### config.mk
export PLATFORM = sky130hd
export DESIGN_NAME = ups_charge_mode_controller_top
export DESIGN_NICKNAME = d
export VERILOG_FILES = /design/src/rtl/ucmc_pkg.sv /design/src/rtl/ucmc_csr.sv /design/src/rtl/ucmc_scale.sv /design/src/rtl/ucmc_core.sv /design/src/rtl/ups_charge_mode_controller_top.sv
export SDC_FILE = /design/constraint.sdc
export NUM_CORES = 1
export LEC_CHECK = 0
export ABC_AREA = 1
export BUFFER_PORTS_ARGS = -buffer_cell sky130_fd_sc_hd__buf_2
export CAP_MARGIN = 20
export CORE_ASPECT_RATIO = 0.9
export CORE_MARGIN = 2
export CORE_UTILIZATION = 40
export DETAILED_ROUTE_END_ITERATION = 6
export SLEW_MARGIN = 10
export SYNTH_ARGS = -nofsm -noshare
export SYNTH_HDL_FRONTEND = slang
export SYNTH_SLANG_ARGS = --single-unit
### constraint.sdc
create_clock -name clock -period 7.77 [get_ports clock]
set_clock_uncertainty 0.05 [all_clocks]
set_input_delay 1.554 -clock clock [delete_from_list [all_inputs] [get_ports clock]]
set_output_delay 1.554 -clock clock [all_outputs]
set_load 0.01 [all_outputs]
### src/rtl/ucmc_pkg.sv
// Shared types, codes and constants of the UPS charge-mode controller.
package ucmc_pkg;

   localparam int CFG_W = 8;
   localparam int CSR_INDEX_W = 3;
   localparam int SAMPLE_W = 10;
   localparam int TENTHS_W = 8;
   localparam logic [10:0] ADC_FULL_CODE = 11'd1023;

   localparam logic [1:0] ACT_TICK = 2'd0;
   localparam logic [1:0] ACT_POWER_FAIL = 2'd1;
   localparam logic [1:0] ACT_SAMPLE = 2'd2;

   localparam logic [1:0] MODE_NONE = 2'd0;
   localparam logic [1:0] MODE_FAST = 2'd1;
   localparam logic [1:0] MODE_FLOAT = 2'd2;
   localparam logic [1:0] MODE_DEAD = 2'd3;

   localparam logic [1:0] PHASE_CODE_WAIT = 2'd0;
   localparam logic [1:0] PHASE_CODE_DELAY = 2'd1;
   localparam logic [1:0] PHASE_CODE_RUN = 2'd2;
   localparam logic [1:0] PHASE_CODE_HALT = 2'd3;

   localparam logic [CSR_INDEX_W-1:0] CSR_STARTUP_TICKS = 3'd0;
   localparam logic [CSR_INDEX_W-1:0] CSR_FULL_SCALE = 3'd1;
   localparam logic [CSR_INDEX_W-1:0] CSR_FLOAT_ENTER = 3'd2;
   localparam logic [CSR_INDEX_W-1:0] CSR_FLOAT_HOLD = 3'd3;
   localparam logic [CSR_INDEX_W-1:0] CSR_DEAD_LEVEL = 3'd4;

   typedef enum logic [3:0] {
      PH_WAIT  = 4'b0001,
      PH_DELAY = 4'b0010,
      PH_RUN   = 4'b0100,
      PH_HALT  = 4'b1000
   } phase_type;

   typedef struct packed {
      logic [1:0] action;
      logic ac_online;
      logic [SAMPLE_W-1:0] sample;
   } req_type;

   typedef struct packed {
      logic relay_on;
      logic charge_control;
      logic led_fast;
      logic led_float;
      logic [1:0] mode;
      logic [7:0] average_tenths;
      logic average_valid;
      logic [1:0] phase;
   } rsp_type;

   typedef struct packed {
      logic [CFG_W-1:0] startup_ticks;
      logic [CFG_W-1:0] full_scale_tenths;
      logic [CFG_W-1:0] float_enter_level;
      logic [CFG_W-1:0] float_hold_level;
      logic [CFG_W-1:0] dead_level;
   } cfg_type;

   typedef struct packed {
      logic [1:0] action;
      logic ac_online;
      logic [TENTHS_W-1:0] tenths;
   } stage_type;

   function automatic logic [1:0] phase_code(phase_type ph);
      logic [1:0] code;
      case (ph)
         PH_WAIT:  code = PHASE_CODE_WAIT;
         PH_DELAY: code = PHASE_CODE_DELAY;
         PH_RUN:   code = PHASE_CODE_RUN;
         PH_HALT:  code = PHASE_CODE_HALT;
         default:  code = PHASE_CODE_WAIT;
      endcase
      return code;
   endfunction

endpackage

### src/rtl/ucmc_csr.sv
// Configuration registers of the UPS charge-mode controller.
module ucmc_csr (
   input  logic clock,
   input  logic reset,
   input  logic csr_write_enable,
   input  logic [ucmc_pkg::CSR_INDEX_W-1:0] csr_index,
   input  logic [ucmc_pkg::CFG_W-1:0] csr_write_data,
   output ucmc_pkg::cfg_type cfg
);
   import ucmc_pkg::*;

   cfg_type cfg_ff;
   cfg_type cfg_in;

   always_comb begin
      cfg_in = cfg_ff;
      if (csr_write_enable) begin
         case (csr_index)
            CSR_STARTUP_TICKS: cfg_in.startup_ticks = csr_write_data;
            CSR_FULL_SCALE:    cfg_in.full_scale_tenths = csr_write_data;
            CSR_FLOAT_ENTER:   cfg_in.float_enter_level = csr_write_data;
            CSR_FLOAT_HOLD:    cfg_in.float_hold_level = csr_write_data;
            CSR_DEAD_LEVEL:    cfg_in.dead_level = csr_write_data;
            default:           cfg_in = cfg_ff;
         endcase
      end
   end

   always_ff @(posedge clock) begin
      if (reset) begin
         cfg_ff.startup_ticks <= 8'd3;
         cfg_ff.full_scale_tenths <= 8'd160;
         cfg_ff.float_enter_level <= 8'd130;
         cfg_ff.float_hold_level <= 8'd125;
         cfg_ff.dead_level <= 8'd80;
      end else begin
         cfg_ff <= cfg_in;
      end
   end

   assign cfg = cfg_ff;

endmodule

### src/rtl/ucmc_scale.sv
// Input register with ADC code to tenths-of-a-volt scaling.
module ucmc_scale (
   input  logic clock,
   input  logic reset,
   input  logic req_valid,
   output logic req_stall,
   input  ucmc_pkg::req_type req_data,
   input  logic [ucmc_pkg::CFG_W-1:0] full_scale_tenths,
   input  logic advance,
   output logic stage_valid,
   output ucmc_pkg::stage_type stage_data
);
   import ucmc_pkg::*;

   logic stage_valid_ff;
   logic stage_valid_in;
   stage_type stage_data_ff;
   stage_type stage_data_in;
   logic take;
   logic [17:0] product;
   logic [7:0] quot_low;
   logic [10:0] remainder;
   logic [TENTHS_W-1:0] tenths;

   // divide by 1023: quotient is product/1024 plus at most one
   assign product = {10'd0, full_scale_tenths} * {8'd0, req_data.sample};
   assign quot_low = product[17:10];
   assign remainder = {1'b0, product[9:0]} + {3'd0, quot_low};
   assign tenths = (remainder >= ADC_FULL_CODE) ? quot_low + 8'd1 : quot_low;

   assign req_stall = stage_valid_ff && !advance;
   assign take = req_valid && !req_stall;

   always_comb begin
      stage_valid_in = stage_valid_ff;
      stage_data_in = stage_data_ff;
      if (take) begin
         stage_valid_in = 1'b1;
         stage_data_in.action = req_data.action;
         stage_data_in.ac_online = req_data.ac_online;
         stage_data_in.tenths = tenths;
      end else if (advance) begin
         stage_valid_in = 1'b0;
      end
   end

   always_ff @(posedge clock) begin
      if (reset) begin
         stage_valid_ff <= 1'b0;
      end else begin
         stage_valid_ff <= stage_valid_in;
      end
      stage_data_ff <= stage_data_in;
   end

   assign stage_valid = stage_valid_ff;
   assign stage_data = stage_data_ff;

endmodule

### src/rtl/ucmc_core.sv
// Phase sequencing, window averaging, mode choice and result register.
module ucmc_core #(
   parameter int SAMPLES_PER_WINDOW = 10
) (
   input  logic clock,
   input  logic reset,
   input  ucmc_pkg::cfg_type cfg,
   input  logic stage_valid,
   input  ucmc_pkg::stage_type stage_data,
   output logic advance,
   output logic rsp_valid,
   input  logic rsp_stall,
   output ucmc_pkg::rsp_type rsp_data
);
   import ucmc_pkg::*;

   localparam int IDX_W = $clog2(SAMPLES_PER_WINDOW + 1);
   localparam int SUM_W = TENTHS_W + IDX_W;
   localparam int SHIFT = SUM_W + IDX_W;
   localparam int RECIP = ((2 ** SHIFT) + SAMPLES_PER_WINDOW - 1) / SAMPLES_PER_WINDOW;
   localparam int PROD_W = SUM_W + SHIFT + 1;

   phase_type phase_ff, phase_in;
   logic [7:0] count_ff, count_in;
   logic [IDX_W-1:0] index_ff, index_in;
   logic [SUM_W-1:0] sum_ff, sum_in;
   logic [1:0] mode_ff, mode_in;
   logic blink_ff, blink_in;
   logic relay_ff, relay_in;
   logic charge_ff, charge_in;
   logic led_fast_ff, led_fast_in;
   logic led_float_ff, led_float_in;
   logic [7:0] average_ff, average_in;
   logic average_valid_in;
   logic rsp_valid_ff;
   rsp_type rsp_data_ff, rsp_data_in;

   logic step;
   logic [7:0] count_inc;
   logic [IDX_W-1:0] index_inc;
   logic [SUM_W-1:0] sum_add;
   logic [PROD_W-1:0] product;
   logic [SUM_W:0] avg_wide;
   logic [7:0] avg_sat;

   assign advance = !rsp_valid_ff || !rsp_stall;
   assign step = stage_valid && advance;

   assign count_inc = count_ff + 8'd1;
   assign index_inc = index_ff + IDX_W'(1);
   assign sum_add = sum_ff + SUM_W'(stage_data.tenths);
   assign product = PROD_W'(sum_add) * PROD_W'(RECIP);
   assign avg_wide = product[SHIFT+SUM_W:SHIFT];
   assign avg_sat = (|avg_wide[SUM_W:8]) ? 8'hFF : avg_wide[7:0];

   always_comb begin
      phase_in = phase_ff;
      count_in = count_ff;
      index_in = index_ff;
      sum_in = sum_ff;
      mode_in = mode_ff;
      blink_in = blink_ff;
      relay_in = relay_ff;
      charge_in = charge_ff;
      led_fast_in = led_fast_ff;
      led_float_in = led_float_ff;
      average_in = average_ff;
      average_valid_in = 1'b0;
      if (step) begin
         case (stage_data.action)
            ACT_TICK: begin
               if (phase_ff == PH_WAIT) begin
                  if (stage_data.ac_online) begin
                     phase_in = PH_DELAY;
                  end
               end else if (phase_ff == PH_DELAY) begin
                  count_in = count_inc;
                  if (count_inc >= cfg.startup_ticks) begin
                     phase_in = PH_RUN;
                     relay_in = 1'b1;
                  end
               end
            end
            ACT_POWER_FAIL: begin
               if (phase_ff == PH_RUN) begin
                  relay_in = 1'b0;
                  led_fast_in = 1'b0;
                  led_float_in = 1'b0;
                  phase_in = PH_HALT;
               end
            end
            ACT_SAMPLE: begin
               if (phase_ff == PH_RUN) begin
                  sum_in = sum_add;
                  index_in = index_inc;
                  if (mode_ff == MODE_DEAD) begin
                     blink_in = !blink_ff;
                     if (blink_ff) begin
                        led_fast_in = !led_fast_ff;
                        led_float_in = !led_float_ff;
                     end
                  end
                  if (index_inc == IDX_W'(SAMPLES_PER_WINDOW)) begin
                     average_in = avg_sat;
                     average_valid_in = 1'b1;
                     index_in = '0;
                     sum_in = '0;
                     if (avg_sat > cfg.float_enter_level) begin
                        led_fast_in = 1'b0;
                        led_float_in = 1'b1;
                        charge_in = 1'b1;
                        mode_in = MODE_FLOAT;
                     end else if (mode_ff == MODE_FLOAT && avg_sat >= cfg.float_hold_level) begin
                        led_fast_in = 1'b0;
                        led_float_in = 1'b1;
                        charge_in = 1'b1;
                     end else if (avg_sat < cfg.dead_level) begin
                        charge_in = 1'b1;
                        mode_in = MODE_DEAD;
                     end else begin
                        led_fast_in = 1'b1;
                        led_float_in = 1'b0;
                        charge_in = 1'b0;
                        mode_in = MODE_FAST;
                     end
                  end
               end
            end
            default: begin
               phase_in = phase_ff;
            end
         endcase
      end
   end

   always_comb begin
      rsp_data_in = rsp_data_ff;
      if (step) begin
         rsp_data_in.relay_on = relay_in;
         rsp_data_in.charge_control = charge_in;
         rsp_data_in.led_fast = led_fast_in;
         rsp_data_in.led_float = led_float_in;
         rsp_data_in.mode = mode_in;
         rsp_data_in.average_tenths = average_in;
         rsp_data_in.average_valid = average_valid_in;
         rsp_data_in.phase = phase_code(phase_in);
      end
   end

   always_ff @(posedge clock) begin
      if (reset) begin
         phase_ff <= PH_WAIT;
         count_ff <= '0;
         index_ff <= '0;
         sum_ff <= '0;
         mode_ff <= MODE_NONE;
         blink_ff <= 1'b0;
         relay_ff <= 1'b0;
         charge_ff <= 1'b1;
         led_fast_ff <= 1'b0;
         led_float_ff <= 1'b0;
         average_ff <= '0;
         rsp_valid_ff <= 1'b0;
      end else begin
         phase_ff <= phase_in;
         count_ff <= count_in;
         index_ff <= index_in;
         sum_ff <= sum_in;
         mode_ff <= mode_in;
         blink_ff <= blink_in;
         relay_ff <= relay_in;
         charge_ff <= charge_in;
         led_fast_ff <= led_fast_in;
         led_float_ff <= led_float_in;
         average_ff <= average_in;
         if (advance) begin
            rsp_valid_ff <= stage_valid;
         end
      end
      rsp_data_ff <= rsp_data_in;
   end

   assign rsp_valid = rsp_valid_ff;
   assign rsp_data = rsp_data_ff;

endmodule

### src/rtl/ups_charge_mode_controller_top.sv
// UPS supervisor and battery charge-mode controller, top level.
// Takes timer ticks, power-fail edges and battery ADC samples, one item per
// cycle, and returns one status transfer per item: relay, charge control,
// LEDs, charge mode, last window average and phase. An item passes an input
// register, where the ADC code is scaled to tenths of a volt, and a result
// register, which holds and presents its status; a new item is taken
// every cycle while the result side does not stall. The window average
// divides by SAMPLES_PER_WINDOW through a reciprocal multiply. Write the
// configuration registers only while no transfer is in flight.
module ups_charge_mode_controller_top #(
   parameter int SAMPLES_PER_WINDOW = 10
) (
   input  logic clock,
   input  logic reset,
   input  logic req_valid,
   output logic req_stall,
   input  ucmc_pkg::req_type req_data,
   output logic rsp_valid,
   input  logic rsp_stall,
   output ucmc_pkg::rsp_type rsp_data,
   input  logic csr_write_enable,
   input  logic [ucmc_pkg::CSR_INDEX_W-1:0] csr_index,
   input  logic [ucmc_pkg::CFG_W-1:0] csr_write_data
);
   import ucmc_pkg::*;

   cfg_type cfg;
   logic advance;
   logic stage_valid;
   stage_type stage_data;

   ucmc_csr u_csr (
      .clock(clock),
      .reset(reset),
      .csr_write_enable(csr_write_enable),
      .csr_index(csr_index),
      .csr_write_data(csr_write_data),
      .cfg(cfg)
   );

   ucmc_scale u_scale (
      .clock(clock),
      .reset(reset),
      .req_valid(req_valid),
      .req_stall(req_stall),
      .req_data(req_data),
      .full_scale_tenths(cfg.full_scale_tenths),
      .advance(advance),
      .stage_valid(stage_valid),
      .stage_data(stage_data)
   );

   ucmc_core #(
      .SAMPLES_PER_WINDOW(SAMPLES_PER_WINDOW)
   ) u_core (
      .clock(clock),
      .reset(reset),
      .cfg(cfg),
      .stage_valid(stage_valid),
      .stage_data(stage_data),
      .advance(advance),
      .rsp_valid(rsp_valid),
      .rsp_stall(rsp_stall),
      .rsp_data(rsp_data)
   );

endmodule

**After elaboration in Yosys (flattened, before gate mapping)**

Cells that the tools add are included.

- Flip-flop bits (word level): 113
- Bits of input ports: 29
- Output and inout bits: 19

- Add/sub/neg operators: 5
- $mul: 2
- Order comparisons: 5
- Equal/unequal tests: 15
- Mux-type cells: 59
- Bitwise gates (word level): 1
- Reductions and logical operators: 24

Operators with widths:

| operator | number |
|---|---|
| $mux 8 | 6 |
| $mux 1 | 33 |
| $mux 4 | 7 |
| $mul 12x12->24 const B | 1 |
| $mul 8x10->18 | 1 |
| $add 8x1->8 const B | 2 |
| $ge 8x8->1 | 2 |
| $mux 2 | 7 |
| $add 12x8->12 | 1 |
| $mux 12 | 1 |
| $reduce_and 2->1 | 6 |
| $add 10x8->11 | 1 |
| $ge 11x10->1 const B | 1 |
| $eq 4x2->1 const B | 2 |
| $eq 4x3->1 const B | 2 |
| $eq 4x4->1 const B | 2 |
| $gt 8x8->1 | 1 |
| $lt 8x8->1 | 1 |
| $pmux 4 s2 | 1 |
| $reduce_and 4->1 | 2 |
| $logic_not 1->1 | 7 |
| $eq 2x2->1 const B | 3 |
| $eq 3x2->1 const B | 2 |
| $pmux 1 s2 | 3 |
| other kinds (13) | 16 |

**Logic depth before layout (Yosys ltp)**

- Word-level depth: 11
- Mapped depth: 47
- Depth with buffers taken out: 47

**Modules after synthesis**

Synthesis repeated with hierarchy kept, for this count alone.

- Cell total of the unflattened synthesis: 1,643
- Area, all modules: 12,164.2 um^2

By module, submodules not included:

| module | instances | cells an instance | area each (um^2) | seq. area each (um^2) |
|---|---|---|---|---|
| ucmc_core | 1 | 849 | 6,648.9 | 1,391.3 |
| ucmc_scale | 1 | 566 | 3,950.0 | 350.3 |
| ucmc_csr | 1 | 228 | 1,565.3 | 800.8 |

**Worst setup path before layout**

Ideal clock, no wire load.

- Kind: register -> register
- Start point: register u_scale.stage_data_ff, in the netlist u_scale.stage_data[0]
- End point: register u_core.rsp_data_ff, in the netlist u_core.rsp_data[13] (data pin)
- Setup time: 251 ps
- Arrival time: 7,074 ps
- Required time: 7,469 ps
- Setup slack: 395 ps
- Cell stages (with the launch flop): 46
- Cell sequence: edfxtp_1 > ha_1 > fa_1 > nand3_1 > nand2_1 > a21oi_1 > o21ai_2 > a21oi_1 > o21ai_2 > xor2_1 > xnor2_1 > fa_1 > inv_1 > fa_1 > inv_1 > fa_1 > fa_1 > inv_1 > (+10 left out) > nor2_1 > nor3_1 > inv_1 > ha_1 > a21oi_1 > o21ai_0 > a21oi_1 > o211ai_1 > o41ai_1 > nand2_1 > nor2_1 > nand2_1 > nand2_1 > nand2_1 > nand2_1 > nand2_1 > nand2_1 > inv_1

- Word-level cells in the longest chain between the ends: 11

Ends and longest elaborated chain:

| element | line | text |
|---|---|---|
| start: declaration | ucmc_scale.sv:17 | `stage_type stage_data_ff;` |
| start signal: assignment | ucmc_scale.sv:53 | `stage_data_ff <= stage_data_in;` |
| $add 12x8->12 * | ucmc_core.sv:51 | `assign sum_add = sum_ff + SUM_W'(stage_data.tenths);` |
| $mul 12x12->24 * | ucmc_core.sv:52 | `assign product = PROD_W'(sum_add) * PROD_W'(RECIP);` |
| $mux 8 * | ucmc_core.sv:54 | `assign avg_sat = (\|avg_wide[SUM_W:8]) ? 8'hFF : avg_wide[7:0];` |
| $lt 8x8->1 / $ge 8x8->1 (equally long branches) | ucmc_core.sv:117, ucmc_core.sv:113 |  |
| $mux 1 / $logic_and 1x1->1 (equally long branches) | ucmc_core.sv:117, ucmc_core.sv:113 |  |
| $mux 1 | ucmc_core.sv:113 | `end else if (mode_ff == MODE_FLOAT && avg_sat >= cfg.float_hold_level) begin` |
| $mux 1 * | ucmc_core.sv:108 | `if (avg_sat > cfg.float_enter_level) begin` |
| $mux 1 * | ucmc_core.sv:103 | `if (index_inc == IDX_W'(SAMPLES_PER_WINDOW)) begin` |
| $mux 1 * | ucmc_core.sv:93 | `if (phase_ff == PH_RUN) begin` |
| $pmux 1 s2 * | ucmc_core.sv:70 | `case (stage_data.action)` |
| $mux 1 * | ucmc_core.sv:69 | `if (step) begin` |
| via u_core.led_float_in | ucmc_core.sv:32 | `logic led_float_ff, led_float_in;` |
| end signal: assignment | ucmc_core.sv:180 | `rsp_data_ff <= rsp_data_in;` |
| end: declaration | ucmc_core.sv:36 | `rsp_type rsp_data_ff, rsp_data_in;` |

Mark *: on every way through the listed nets, which the timed path passes. The rest lies on a longest branch.
A chain may end at the register's enable or synchronous reset.

**Worst setup path in the final report**

- Start point: register u_scale.stage_data_ff, in the netlist u_scale.stage_data[0]
- End point: register u_core.rsp_data_ff, in the netlist u_core.rsp_data[12] (data pin)

- Word-level cells in the longest chain between the ends: 11

Ends and longest elaborated chain:

| element | line | text |
|---|---|---|
| $add 12x8->12 * | ucmc_core.sv:51 |  |
| $mul 12x12->24 * | ucmc_core.sv:52 |  |
| $mux 8 * | ucmc_core.sv:54 |  |
| $lt 8x8->1 / $ge 8x8->1 (equally long branches) | ucmc_core.sv:117, ucmc_core.sv:113 |  |
| $mux 2 / $logic_and 1x1->1 (equally long branches) | ucmc_core.sv:117, ucmc_core.sv:113 |  |
| $mux 2 | ucmc_core.sv:113 |  |
| $mux 2 * | ucmc_core.sv:108 |  |
| $mux 2 * | ucmc_core.sv:103 |  |
| $mux 2 * | ucmc_core.sv:93 |  |
| $mux 2 * | ucmc_core.sv:70 |  |
| $mux 2 * | ucmc_core.sv:69 |  |
| via u_core.mode_in[1] | ucmc_core.sv:27 | `logic [1:0] mode_ff, mode_in;` |

Marks and branches as above.

==> flow_metrics.py <==
metrics = {
    "timing": {
        "max_freq_mhz": 134,
        "final-setup-viol-count": 0,
        "period_share": 0.959,
        "timing.setup.tns_ns": 0,
        "final.min_clock_period_ns": 7.45,
        "report.final.slew_viol_count": 0,
        "max_slew_margin": 0.437,
        "grt_setup_unrepaired": "true",
        "hold_violations": 0,
        "fin_ws_ns": 0.321,
        "tightest_pin_transition_ns": 0.844,
    },
    "synthesis": {
        "syn-mean-instance-area_um2": 7.79,
        "synthDominantAreaCellType": "sky130_fd_sc_hd__ha_1",
        "ys_dominant_reg_cell": "sky130_fd_sc_hd__dfxtp_1",
        "synth.most_common_cell": "sky130_fd_sc_hd__inv_1",
        "cells_after_synth": 1479,
        "synth_top_area_frac": 0.188,
        "synthDistinctLibCells": 54,
        "ys_async_sr_fraction": 0,
        "synth_common_cells": "333 x sky130_fd_sc_hd__inv_1, 279 x sky130_fd_sc_hd__nand2_1, 173 x sky130_fd_sc_hd__ha_1, 99 x sky130_fd_sc_hd__a21oi_1, 98 x sky130_fd_sc_hd__nor2_1",
        "yosys-top-cells-area": "sky130_fd_sc_hd__ha_1 19%, sky130_fd_sc_hd__fa_1 15%, sky130_fd_sc_hd__dfxtp_1 15%, sky130_fd_sc_hd__inv_1 11%, sky130_fd_sc_hd__nand2_1 9.1%",
        "synth_enable_flop_cells": 28,
        "post_syn_area_um2": 11500,
        "postSynthNetCount": 1767,
        "synth-seq-cells": 113,
        "synth_warnings": 0,
        "portion_of_the_post_synthesis_area_used_by_sequential_elements": 0.221,
    },
    "floorplan": {
        "floorplan.initialDensity": 0.409,
        "coreArea_um2": 28200,
        "die-height_um": 165,
        "placement_rows": 58,
        "design.die.area_um2": 30200,
        "floorplan.io_pins": 48,
        "dieWidth_um": 183,
    },
    "routing": {
        "drc_errors": 0,
        "avgViaCountPerCell": 4.81,
        "drt_first_iter_violations": 447,
        "avgRoutedWirePerCell_um": 13.5,
        "final_antenna_net_count": 0,
        "detailed_route_wl_um": 25800,
        "dr.pass1.iters": 5,
        "via_count": 9217,
    },
    "cells_and_area": {
        "diodes_inserted": 0,
        "drive_gt1_frac": 0.128,
        "utilization": 0.471,
        "design_area_um2": 13200,
        "area.growth.synth_to_final_pct": 14.9,
        "fillers": 2778,
        "post_layout_nets": 1833,
    },
    "outcome": {
        "outcome": "completed",
    },
    "clocking": {
        "htreeDepth": 4,
        "clk-insertion-delay-late_ns": 0.42,
        "clock_root_buffer": "sky130_fd_sc_hd__clkbuf_16",
        "post_cts_hold_buffer_count": 0,
        "clkSlewWorstSetupHoldPaths_ns": 0.07,
        "cts_buffers": 17,
        "tritoncts": "built",
        "clock_sink_count": 113,
        "clk_path_buf_depth": 2,
    },
    "grt": {
        "grt_use_met2": 0.282,
        "grt_pass1_vias": 8923,
        "grt_start_max_net_pins": 41,
        "antenna_found_initial": 0,
        "grt_pass1_wl_um": 42500,
        "globalRouteTotalUtil": 0.174,
        "grt.busiest_layer": "met2",
        "groute.layer.met3.usage": 0.0263,
        "met1_usage": 0.247,
        "grt-ovfl-total": 0,
    },
    "worst_setup_path": {
        "worst-r2r-setup-slack_ns": 0.32,
        "critPathCaptureType": "flip-flop",
        "setup_crit_start_kind": "flip-flop",
        "critPathArrivalTime_ns": 7.57,
        "critical_path_peak_fanout": 4,
        "max_stage_delay_cell_worst_path": "sky130_fd_sc_hd__fa_1",
        "worst_path_most_repeated_cell": "sky130_fd_sc_hd__inv_1",
        "critPathMaxStageDelay_ns": 0.54,
        "critPathRequiredTime_ns": 7.89,
        "timing_worst_setup_path_type": "flip-flop to flip-flop",
    },
    "placement": {
        "dpl.hpwl_um": 20600,
        "dpl-instance-area_um2": 12200,
        "globalplace.congestion": 0.898,
        "pre_cts_slack_ns": -0.0429,
        "io_buffer_count": 47,
    },
    "run": {
        "maxCapViolations": 0,
    },
    "hold_path": {
        "hold_class": "flip-flop to flip-flop",
    },
}
area by class of cell:
class / count / area, um2 / share of cell area
repair buffers: 81 / 514 / 0.0388
clock buffers: 20 / 489 / 0.0369
inverters: 339 / 1270 / 0.0960
multi-input cells: 993 / 7890 / 0.595
clock inverters: 12 / 92.6 / 0.00699
well taps: 360 / 450 / 0.0340
flip-flops and latches: 113 / 2540 / 0.192
metal layers:
layer	vias to the layer above	routed length (um)	part of all wire
met1	4291	12900	0.50
li1	4747	-	-
met5	-	0	0
met2	157	11600	0.45
met4	0	281	0.011
met3	22	972	0.038
cells in the final DEF (no fill, tap or decap), types with 4 or more instances in the layout:
master	netlist	final
sky130_fd_sc_hd__a21o_1	6	6
sky130_fd_sc_hd__a21oi_1	99	91
sky130_fd_sc_hd__a21oi_2	1	9
sky130_fd_sc_hd__buf_2	2	47
sky130_fd_sc_hd__buf_4	1	32
sky130_fd_sc_hd__clkbuf_16	0	19
sky130_fd_sc_hd__clkinv_4	0	5
sky130_fd_sc_hd__dfxtp_1	85	85
sky130_fd_sc_hd__edfxtp_1	28	28
sky130_fd_sc_hd__fa_1	86	85
sky130_fd_sc_hd__ha_1	173	160
sky130_fd_sc_hd__ha_4	0	11
sky130_fd_sc_hd__inv_1	333	332
sky130_fd_sc_hd__inv_2	5	6
sky130_fd_sc_hd__nand2_1	279	274
sky130_fd_sc_hd__nand2_2	7	12
sky130_fd_sc_hd__nand3_1	32	29
sky130_fd_sc_hd__nand3_2	2	4
sky130_fd_sc_hd__nand4_1	9	9
sky130_fd_sc_hd__nor2_1	98	94
sky130_fd_sc_hd__nor2_2	6	7
sky130_fd_sc_hd__nor3_1	8	6
sky130_fd_sc_hd__o211ai_1	7	7
sky130_fd_sc_hd__o21ai_0	64	59
sky130_fd_sc_hd__o21ai_1	11	16
sky130_fd_sc_hd__o21bai_1	4	4
sky130_fd_sc_hd__or2_2	5	5
sky130_fd_sc_hd__xnor2_1	9	8
sky130_fd_sc_hd__xor2_1	42	38
sky130_fd_sc_hd__xor2_2	3	7
flip-flops by register name (all words and copies together), names as in the netlist, 2 cells and up:
name and cells:
u_csr.cfg 40, u_scale.stage_data 11, u_core.sum_ff 12, u_core.rsp_data 17, u_core.mode_ff 2, u_core.count_ff 8
u_core.phase_ff 4, u_core.index_ff 4, u_core.average_ff 8
worst max-delay path: cells and delay by family, from the launching register on:
| kind | cells | cell delay (ns) |
|---|---|---|
| and+or+nand+nor | 16 | 1.48 |
| adders and majority gates | 8 | 3.24 |
| xor gates and xnor gates | 1 | 0.27 |
| buffers and inverters | 9 | 0.65 |
| AOI/OAI and AO/OA | 8 | 1.08 |
| DFF | 1 | 0.43 |
final timing paths:
path / start / to / depth (start not counted)
max: u_scale.stage_data[0] / u_core.rsp_data[12] / 42
min: u_csr.cfg[38] / u_csr.cfg[38] / 2
max reg2reg: u_scale.stage_data[0] / u_core.rsp_data[12] / 42
min reg2reg: u_csr.cfg[38] / u_csr.cfg[38] / 2
through the flow:
step	hold slack, ns	cells
after detailed placement	0.406	1867
after global placement	0.405	1866
final	0.413	1918
after floorplan	0.377	1479
after CTS	0.416	1899
after global routing	0.432	1918
kinds of logic (layout without fill, tap and decap cells):
| kind of cell | after synthesis | after routing | synth area share |
|---|---|---|---|
| simple gates | 460 | 460 | 0.167 |
| fa+ha+maj | 259 | 259 | 0.337 |
| compound gates | 219 | 219 | 0.108 |
| xor+xnor | 55 | 55 | 0.0454 |
| buf+inv | 373 | 452 | 0.122 |
| flops | 113 | 113 | 0.221 |
timing repair:
action / in CTS / in global routing
gates cloned: 0 / 0
endpoints found under the setup margin: 3 / 13
resized for setup: 2 / 55
pin swaps: 0 / 22
buffers inserted: 0 / 19
Power is not shown: default switching activity piles up to over one toggle a cycle in this logic, so the estimate is an artifact.
